--- src/rtl/core/assert_macros.svh ---
// Assertion macros shared by the RTL, empty when building for synthesis
`ifndef ASSERT_MACROS_SVH
`define ASSERT_MACROS_SVH
`ifndef SYNTHESIS
// Same-cycle implication, clocked on clk, held off during reset
`define SKNG_ASSERT_IMP(lbl, ante, cons) \
	lbl: assert property (@(posedge clk) disable iff (!arst_n) (ante) |-> (cons)) \
		else $error("skng assertion failed");
// Next-cycle implication, clocked on clk, held off during reset
`define SKNG_ASSERT_NXT(lbl, ante, cons) \
	lbl: assert property (@(posedge clk) disable iff (!arst_n) (ante) |=> (cons)) \
		else $error("skng assertion failed");
`else
`define SKNG_ASSERT_IMP(lbl, ante, cons)
`define SKNG_ASSERT_NXT(lbl, ante, cons)
`endif
`endif

--- src/rtl/core/skng_pkg.sv ---
// Shared widths, codes, reset values and controller/datapath interface types
package skng_pkg;

	localparam int SAMPLE_BITS  = 16;
	localparam int COEFF_BITS   = 24;
	localparam int ENV_BITS     = 24;
	localparam int GAIN_FRAC    = 16;
	localparam int CFG_BITS     = 24;
	localparam int CFG_IDX_BITS = 2;
	localparam int ABS_BITS     = SAMPLE_BITS + 1;
	localparam int MAG_SHIFT    = ENV_BITS - SAMPLE_BITS;
	localparam int MUL_BITS     = (COEFF_BITS > ENV_BITS) ? COEFF_BITS : ENV_BITS;
	localparam int PROD_BITS    = 2 * MUL_BITS;
	localparam int DIV_CNT_BITS = $clog2(GAIN_FRAC);

	localparam logic [CFG_BITS-1:0] THRESHOLD_RST = CFG_BITS'(47174);
	localparam logic [CFG_BITS-1:0] ATTACK_RST    = CFG_BITS'(16707456);
	localparam logic [CFG_BITS-1:0] RELEASE_RST   = CFG_BITS'(16774886);

	typedef enum logic [CFG_IDX_BITS-1:0] {
		REG_THRESHOLD = 2'd0,
		REG_ATTACK    = 2'd1,
		REG_RELEASE   = 2'd2
	} reg_idx_t;

	typedef enum logic [3:0] {
		ST_IDLE, ST_DIFF, ST_MULT, ST_ENV, ST_CMP, ST_DIV, ST_SQ, ST_GAIN, ST_DONE
	} state_t;

	typedef enum logic [1:0] {
		MUL_ENV, MUL_SQ, MUL_GAIN
	} mul_sel_t;

	typedef struct packed {
		logic     load_in;
		logic     diff_en;
		logic     mul_en;
		mul_sel_t mul_sel;
		logic     env_en;
		logic     cmp_en;
		logic     div_step;
		logic     out_load;
	} cmd_t;

	typedef struct packed {
		logic gate;
	} stat_t;

endpackage

--- src/rtl/core/skng_datapath.sv ---
// Datapath: envelope smoother, restoring divider, shared multiplier, result register
module skng_datapath (
	input  logic                                 clk,
	input  logic                                 arst_n,
	input  logic signed [skng_pkg::SAMPLE_BITS-1:0] sample_in,
	input  logic                                 block_end_in,
	input  logic [skng_pkg::CFG_BITS-1:0]        thr,
	input  logic [skng_pkg::CFG_BITS-1:0]        atk,
	input  logic [skng_pkg::CFG_BITS-1:0]        rel,
	input  skng_pkg::cmd_t                       cmd,
	output skng_pkg::stat_t                      stat,
	output logic signed [skng_pkg::SAMPLE_BITS-1:0] sample_out,
	output logic                                 gating,
	output logic                                 block_end_out
);
	import skng_pkg::*;

	logic [SAMPLE_BITS-1:0] raw_q;
	logic                   neg_q;
	logic [ABS_BITS-1:0]    abs_q;
	logic                   blk_q;
	logic [ENV_BITS-1:0]    env_q;
	logic [ENV_BITS-1:0]    diff_q;
	logic [COEFF_BITS-1:0]  coeff_q;
	logic                   up_q;
	logic [PROD_BITS-1:0]   prod_q;
	logic [ENV_BITS-1:0]    rem_q;
	logic [GAIN_FRAC-1:0]   ratio_q;
	logic                   gating_q;
	logic [SAMPLE_BITS-1:0] sout_q;
	logic                   gout_q;
	logic                   bout_q;

	logic [ABS_BITS-1:0]    abs_in;
	logic [ENV_BITS-1:0]    mag;
	logic                   up;
	logic [ENV_BITS-1:0]    step;
	logic [ENV_BITS-1:0]    env_new;
	logic [MUL_BITS-1:0]    mul_a;
	logic [MUL_BITS-1:0]    mul_b;
	logic [ENV_BITS:0]      rem_sh;
	logic                   rem_ge;
	logic [SAMPLE_BITS-1:0] m;
	logic [SAMPLE_BITS-1:0] gated;

	// magnitude of the incoming sample; the most negative code gives full scale
	assign abs_in = sample_in[SAMPLE_BITS-1] ?
		(ABS_BITS'(0) - {1'b1, sample_in}) : {1'b0, sample_in};
	assign mag = ENV_BITS'(abs_q) << MAG_SHIFT;

	// direction of the envelope move and the truncated step
	assign up      = mag > env_q;
	assign step    = prod_q[COEFF_BITS +: ENV_BITS];
	assign env_new = up_q ? (mag - step) : (mag + step);

	// gate decision on the freshly updated envelope
	assign stat.gate = (thr != '0) && (env_q < thr);

	// one restoring division step: one quotient bit
	assign rem_sh = {rem_q, 1'b0};
	assign rem_ge = rem_sh >= {1'b0, thr};

	// shared multiplier operand selection
	always_comb begin
		case (cmd.mul_sel)
			MUL_ENV: begin
				mul_a = MUL_BITS'(diff_q);
				mul_b = MUL_BITS'(coeff_q);
			end
			MUL_SQ: begin
				mul_a = MUL_BITS'(ratio_q);
				mul_b = MUL_BITS'(ratio_q);
			end
			MUL_GAIN: begin
				mul_a = MUL_BITS'(abs_q);
				mul_b = MUL_BITS'(prod_q[GAIN_FRAC +: GAIN_FRAC]);
			end
			default: begin
				mul_a = '0;
				mul_b = '0;
			end
		endcase
	end

	// scaled magnitude back to sample, sign restored
	assign m     = prod_q[GAIN_FRAC +: SAMPLE_BITS];
	assign gated = neg_q ? (SAMPLE_BITS'(0) - m) : m;

	// envelope state
	always_ff @(posedge clk or negedge arst_n) begin
		if (!arst_n) begin
			env_q <= '0;
		end else if (cmd.env_en) begin
			env_q <= env_new;
		end
	end

	// working registers
	always_ff @(posedge clk) begin
		if (cmd.load_in) begin
			raw_q <= sample_in;
			neg_q <= sample_in[SAMPLE_BITS-1];
			abs_q <= abs_in;
			blk_q <= block_end_in;
		end
		if (cmd.diff_en) begin
			up_q    <= up;
			diff_q  <= up ? (mag - env_q) : (env_q - mag);
			coeff_q <= up ? COEFF_BITS'(atk) : COEFF_BITS'(rel);
		end
		if (cmd.mul_en) begin
			prod_q <= PROD_BITS'(mul_a) * PROD_BITS'(mul_b);
		end
		if (cmd.cmp_en) begin
			gating_q <= stat.gate;
			rem_q    <= env_q;
		end
		if (cmd.div_step) begin
			rem_q   <= rem_ge ? ENV_BITS'(rem_sh - {1'b0, thr}) : rem_sh[ENV_BITS-1:0];
			ratio_q <= {ratio_q[GAIN_FRAC-2:0], rem_ge};
		end
		if (cmd.out_load) begin
			sout_q <= gating_q ? gated : raw_q;
			gout_q <= gating_q;
			bout_q <= blk_q;
		end
	end

	assign sample_out    = sout_q;
	assign gating        = gout_q;
	assign block_end_out = bout_q;

endmodule

--- src/rtl/core/skng_ctrl.sv ---
// Controller: sequences one sample through the datapath and owns the handshakes
module skng_ctrl (
	input  logic            clk,
	input  logic            arst_n,
	input  logic            sample_valid,
	output logic            sample_ready,
	output logic            result_valid,
	input  logic            result_ready,
	input  skng_pkg::stat_t stat,
	output skng_pkg::cmd_t  cmd
);
	import skng_pkg::*;

	state_t                  state_q;
	state_t                  state_d;
	logic [DIV_CNT_BITS-1:0] cnt_q;
	logic                    out_valid_q;

	// state register
	always_ff @(posedge clk or negedge arst_n) begin
		if (!arst_n) begin
			state_q <= ST_IDLE;
		end else begin
			state_q <= state_d;
		end
	end

	// next state and commands
	always_comb begin
		state_d      = state_q;
		cmd          = '0;
		cmd.mul_sel  = MUL_ENV;
		sample_ready = 1'b0;
		case (state_q)
			ST_IDLE: begin
				sample_ready = 1'b1;
				if (sample_valid) begin
					cmd.load_in = 1'b1;
					state_d     = ST_DIFF;
				end
			end
			ST_DIFF: begin
				cmd.diff_en = 1'b1;
				state_d     = ST_MULT;
			end
			ST_MULT: begin
				cmd.mul_en  = 1'b1;
				cmd.mul_sel = MUL_ENV;
				state_d     = ST_ENV;
			end
			ST_ENV: begin
				cmd.env_en = 1'b1;
				state_d    = ST_CMP;
			end
			ST_CMP: begin
				cmd.cmp_en = 1'b1;
				state_d    = stat.gate ? ST_DIV : ST_DONE;
			end
			ST_DIV: begin
				cmd.div_step = 1'b1;
				if (cnt_q == DIV_CNT_BITS'(GAIN_FRAC - 1)) begin
					state_d = ST_SQ;
				end
			end
			ST_SQ: begin
				cmd.mul_en  = 1'b1;
				cmd.mul_sel = MUL_SQ;
				state_d     = ST_GAIN;
			end
			ST_GAIN: begin
				cmd.mul_en  = 1'b1;
				cmd.mul_sel = MUL_GAIN;
				state_d     = ST_DONE;
			end
			ST_DONE: begin
				// hand over once the result register is free or being emptied
				if (!out_valid_q || result_ready) begin
					cmd.out_load = 1'b1;
					state_d      = ST_IDLE;
				end
			end
			default: begin
				state_d = ST_IDLE;
			end
		endcase
	end

	// quotient bit counter
	always_ff @(posedge clk or negedge arst_n) begin
		if (!arst_n) begin
			cnt_q <= '0;
		end else if (cmd.cmp_en) begin
			cnt_q <= '0;
		end else if (cmd.div_step) begin
			cnt_q <= cnt_q + 1'b1;
		end
	end

	// result register occupancy
	always_ff @(posedge clk or negedge arst_n) begin
		if (!arst_n) begin
			out_valid_q <= 1'b0;
		end else if (cmd.out_load) begin
			out_valid_q <= 1'b1;
		end else if (result_ready) begin
			out_valid_q <= 1'b0;
		end
	end

	assign result_valid = out_valid_q;

endmodule

--- src/rtl/core/soft_knee_noise_gate_core.sv ---
// Top level of the noise gate: configuration registers, controller and datapath
//
//  channel   signals                              request moves
//  sample    sample_valid / sample_ready          sample_in, block_end_in
//  result    result_valid / result_ready          sample_out, gating, block_end_out
//  config    cfg_en, cfg_index, cfg_data          one register write, no handshake
//
// A sample takes longer from acceptance to result when it is gating than when the gate is
// open; the 16-step restoring divider for envelope/threshold sets the difference.
// One sample is in work at a time; the next can be taken in the cycle after the result moves
// into the output register, which may still be waiting for result_ready.
// Reset is asynchronous and restores the envelope to zero and the registers to defaults.
module soft_knee_noise_gate_core (
	input  logic                                    clk,
	input  logic                                    arst_n,
	input  logic                                    sample_valid,
	output logic                                    sample_ready,
	input  logic signed [skng_pkg::SAMPLE_BITS-1:0] sample_in,
	input  logic                                    block_end_in,
	output logic                                    result_valid,
	input  logic                                    result_ready,
	output logic signed [skng_pkg::SAMPLE_BITS-1:0] sample_out,
	output logic                                    gating,
	output logic                                    block_end_out,
	input  logic                                    cfg_en,
	input  logic [skng_pkg::CFG_IDX_BITS-1:0]       cfg_index,
	input  logic [skng_pkg::CFG_BITS-1:0]           cfg_data
);
	import skng_pkg::*;

	`include "assert_macros.svh"

	logic [CFG_BITS-1:0] thr_q;
	logic [CFG_BITS-1:0] atk_q;
	logic [CFG_BITS-1:0] rel_q;
	cmd_t                cmd;
	stat_t               stat;

	// configuration registers; unknown indexes are dropped
	always_ff @(posedge clk or negedge arst_n) begin
		if (!arst_n) begin
			thr_q <= THRESHOLD_RST;
			atk_q <= ATTACK_RST;
			rel_q <= RELEASE_RST;
		end else if (cfg_en) begin
			case (reg_idx_t'(cfg_index))
				REG_THRESHOLD: thr_q <= cfg_data;
				REG_ATTACK:    atk_q <= cfg_data;
				REG_RELEASE:   rel_q <= cfg_data;
				default: begin
				end
			endcase
		end
	end

	skng_ctrl u_ctrl (
		.clk          (clk),
		.arst_n       (arst_n),
		.sample_valid (sample_valid),
		.sample_ready (sample_ready),
		.result_valid (result_valid),
		.result_ready (result_ready),
		.stat         (stat),
		.cmd          (cmd)
	);

	skng_datapath u_dp (
		.clk           (clk),
		.arst_n        (arst_n),
		.sample_in     (sample_in),
		.block_end_in  (block_end_in),
		.thr           (thr_q),
		.atk           (atk_q),
		.rel           (rel_q),
		.cmd           (cmd),
		.stat          (stat),
		.sample_out    (sample_out),
		.gating        (gating),
		.block_end_out (block_end_out)
	);

	// a taken request keeps the input closed while it is worked on
	`SKNG_ASSERT_NXT(a_busy_after_take, sample_valid && sample_ready, !sample_ready)
	// a new result never overwrites one that is still waiting
	`SKNG_ASSERT_IMP(a_no_overwrite, cmd.out_load, !result_valid || result_ready)
	// a zero threshold never gates
	`SKNG_ASSERT_IMP(a_zero_thr_open, result_valid && (thr_q == '0), !gating)
	// the divider only runs for a gated request
	`SKNG_ASSERT_IMP(a_div_when_gated, cmd.div_step, stat.gate)

endmodule

--- config.mk ---
export PLATFORM = sky130hd
export DESIGN_NAME = soft_knee_noise_gate_core
export DESIGN_NICKNAME = d
export VERILOG_FILES = /design/src/rtl/core/skng_pkg.sv /design/src/rtl/core/skng_datapath.sv /design/src/rtl/core/skng_ctrl.sv /design/src/rtl/core/soft_knee_noise_gate_core.sv
export VERILOG_INCLUDE_DIRS = /design/src /design/src/rtl/core
export SDC_FILE = /design/constraint.sdc
export NUM_CORES = 2
export LEC_CHECK = 0
export ABC_AREA = 1
export BUFFER_PORTS_ARGS = -buffer_cell sky130_fd_sc_hd__buf_2
export CAP_MARGIN = 20
export CORE_ASPECT_RATIO = 0.8
export CORE_MARGIN = 2
export CORE_UTILIZATION = 55
export CTS_CLUSTER_DIAMETER = 200
export DETAILED_ROUTE_END_ITERATION = 12
export PLACE_DENSITY_LB_ADDON = 0.25
export SETUP_SLACK_MARGIN = 0.2
export SYNTH_ARGS = -nofsm -noshare
export SYNTH_HDL_FRONTEND = slang
export SYNTH_HIERARCHICAL = 1
export SYNTH_SLANG_ARGS = --single-unit
--- constraint.sdc ---
create_clock -name clk -period 7.7 [get_ports clk]
set_input_delay 1.155 -clock clk [delete_from_list [all_inputs] [get_ports clk]]
set_output_delay 1.155 -clock clk [all_outputs]
set_load 0.02 [all_outputs]
==> metrics.txt <==
# port buffers=67; Num CTS Buffers=27; CP startpoint=u_ctrl/state_q[3]$_DFFE_PN0P_; core footprint=67200 um2; most used cell, CP=fa_1; RR Endpoint=u_dp/prod_q[35]$_DFFE_PP_; Setup violations, final=0; fin nets=5767; synthesis-to-layout area growth=15.2%; vias in the first global route=30.4k; largest net degree at the start of global routing=76; Clock Tree Buf Depth=3; post-route clock skew=10.9 ps; slew margin rel.=30.6%; worst-path maximum fanout=12; synthesized flop and latch total=278; first-pass GRT wire length=177000 um; CP bufs+invs=12; CTS root buf=clkbuf_16; DIE WIDTH=295 um; initial DRC count=3796; slowest cell delay on critical path=680 ps; Worst-Margin Slew=1040 ps; Worst Hold Class=register to register; maximum clock frequency=0.132 GHz; post-synthesis sequential area ratio=21.1%; Max Cap Viol=0; grt total ovfl=0; share of the cycle needed by the critical path after routing=98.6%; syn nets=5569; WS Path Type=register to register; # hold bufs at CTS=0; status=finished clean; Post-Syn Area per Cell=7.86 um2; I/O pin count=68; initial antenna violation count=0; vias after detailed routing=32.8k; CTS sink count=278; Synth warnings=6; Total Neg Setup Slack=0 ps; DR WL/cell=20.4 um; Mapped Cells=4755; Worst-path clk slew=70 ps; Tmin final=7590 ps; critical path arrival=7900 ps; row count=85; CP Data Required Time=8010 ps; ys flop type=edfxtp_1; startpoint class of the critical path=register; die area=70100 um2; share of layout cells above drive strength 1=14.0%; Skew-Pair Late Insertion Delay=550 ps; synth unique cells=58; Initial Util=55.6%; Residual DRC=0; Final HPWL DP=92000 um; largest area contributor in the netlist=fa_1; routability cong.=1.02; Worst path depth=35; CTS tree=yes; final hold vios=0; post-route ant nets=0; EDFF count, synth=173; TritonRoute pass-1 iters=6; Post-Route WL=120000 um; R2R Setup Slk=110 ps; critical path's slowest cell=fa_1; Yosys top cell area share=25.9%; R2R depth=35; Worst setup endpoint=u_dp/prod_q[35]$_DFFE_PP_; H-tree levels=1; CP endpoint kind=register; RSZ-0062 raised after global routing=true; Die H=237 um; synth top area cells=fa_1 26%, edfxtp_1 14%, nand2_1 13%; cell area after synthesis=37400 um2; post-DR vias/cell=5.58; pins over their slew limit=0; critical path's top delay family=adder cells; overall global routing resource usage=32.9%; reg2reg start=u_ctrl/state_q[3]$_DFFE_PN0P_; FFs w/ async S/R, synth=37.8%; n_diodes=0
-- what timing repair did --
action / in CTS / in global routing
resized for setup: 28 / 305
buffers inserted: 3 / 105
setup endpoints to repair: 24 / 32
hold endpoints to repair: 0 / 0
pin swaps: 4 / 80
cloned: 6 / 16
-- cell usage in the layout, fill, tap and decap left out, types with 63 or more instances in the layout --
cell      netlist  final
a21oi_1       175    157
edfxtp_1      173    173
buf_2          63     66
ha_1          282    262
o21ai_0       156    138
inv_1        1090   1058
nand2_1      1305   1256
xor2_1         89     85
nand4_1        70     70
fa_1          484    473
dfrtp_1        64     63
nor2_1        233    204
buf_4           8    180
nand3_1       137    133
-- sequential cells by signal (all words and copies together), names as in the netlist, 24 cells and up --
signal	flops
u_dp/prod_q	32
atk_q	24
rel_q	24
thr_q	24
u_dp/coeff_q	24
u_dp/diff_q	24
u_dp/env_q	24
u_dp/rem_q	24
-- logic make-up after synthesis --
kind of cell | synth area share (%)
compound gates | 7.37
xor+xnor | 2.81
fa+ha+maj | 35.4
buf+inv | 13.2
flops | 21.1
other cells | 0.0100
simple gates | 20.2
-- worst min path at each step --
stage / from / end / slack [ps] / depth (start not counted)
after floorplan: u_dp/blk_q$_DFFE_PP_ / u_dp/block_end_out$_DFFE_PP_ / 400 / 0
after global placement: u_dp/blk_q$_DFFE_PP_ / u_dp/block_end_out$_DFFE_PP_ / 400 / 0
after detailed placement: u_dp/blk_q$_DFFE_PP_ / u_dp/block_end_out$_DFFE_PP_ / 410 / 0
after CTS: u_dp/blk_q$_DFFE_PP_ / u_dp/block_end_out$_DFFE_PP_ / 420 / 0
after global routing: u_dp/blk_q$_DFFE_PP_ / u_dp/block_end_out$_DFFE_PP_ / 440 / 0
final: u_dp/blk_q$_DFFE_PP_ / u_dp/block_end_out$_DFFE_PP_ / 420 / 0
-- metrics by stage --
step,util [%],hold slack [ps],instance area [um2],setup slack [ps],instances
2_1_floorplan,-,400,37400,306,4755
3_3_place_gp,58.8,401,39500,-44.4,5708
3_5_place_dp,58.8,405,39500,-126,5708
4_1_cts,60.5,421,40700,181,5764
5_1_grt,64.0,444,43000,-162,5884
6_report,64.0,423,43000,107,5884
-- synth_stat cells (all sizes together) (4+ instances only) --
master,number
nand2,1315
inv,1105
fa,484
ha,282
nor2,243
a21oi,176
edfxtp,173
o21ai,170
nand3,145
clkbuf,91
xor2,89
buf,76
nand4,70
dfrtp,64
dfstp,41
nor3,39
o211ai,36
xnor2,31
a21o,19
a31oi,19
nor4,15
o21bai,11
a21boi,8
o21a,8
or2,6
a211oi,5
and3,5
o221ai,5
o31ai,5
clkinv,4
nand3b,4
-- routing by layer --
| layer | vias up | share of wire, % | wire, um | global-route usage (%) |
|---|---|---|---|---|
| li1 | 14800 | - | - | - |
| met1 | 16000 | 44 | 52300 | 52.3 |
| met2 | 1785 | 42 | 50400 | 47.9 |
| met3 | 193 | 12 | 13900 | 4.88 |
| met4 | 0 | 2.8 | 3330 | 5.57 |
| met5 | - | 0 | 0 | 0 |
-- cell type report --
type / instances / area, um2
inverters: 1109 / 4180
multi-input cells: 3201 / 25700
repair buffers: 336 / 3300
clock buffers: 33 / 708
clock inverters: 14 / 115
fillers: 5781 / 24200
flip-flops and latches: 278 / 7880
well taps: 913 / 1140
Power is not shown: default switching activity piles up to over one toggle a cycle in this logic, so the estimate is an artifact.
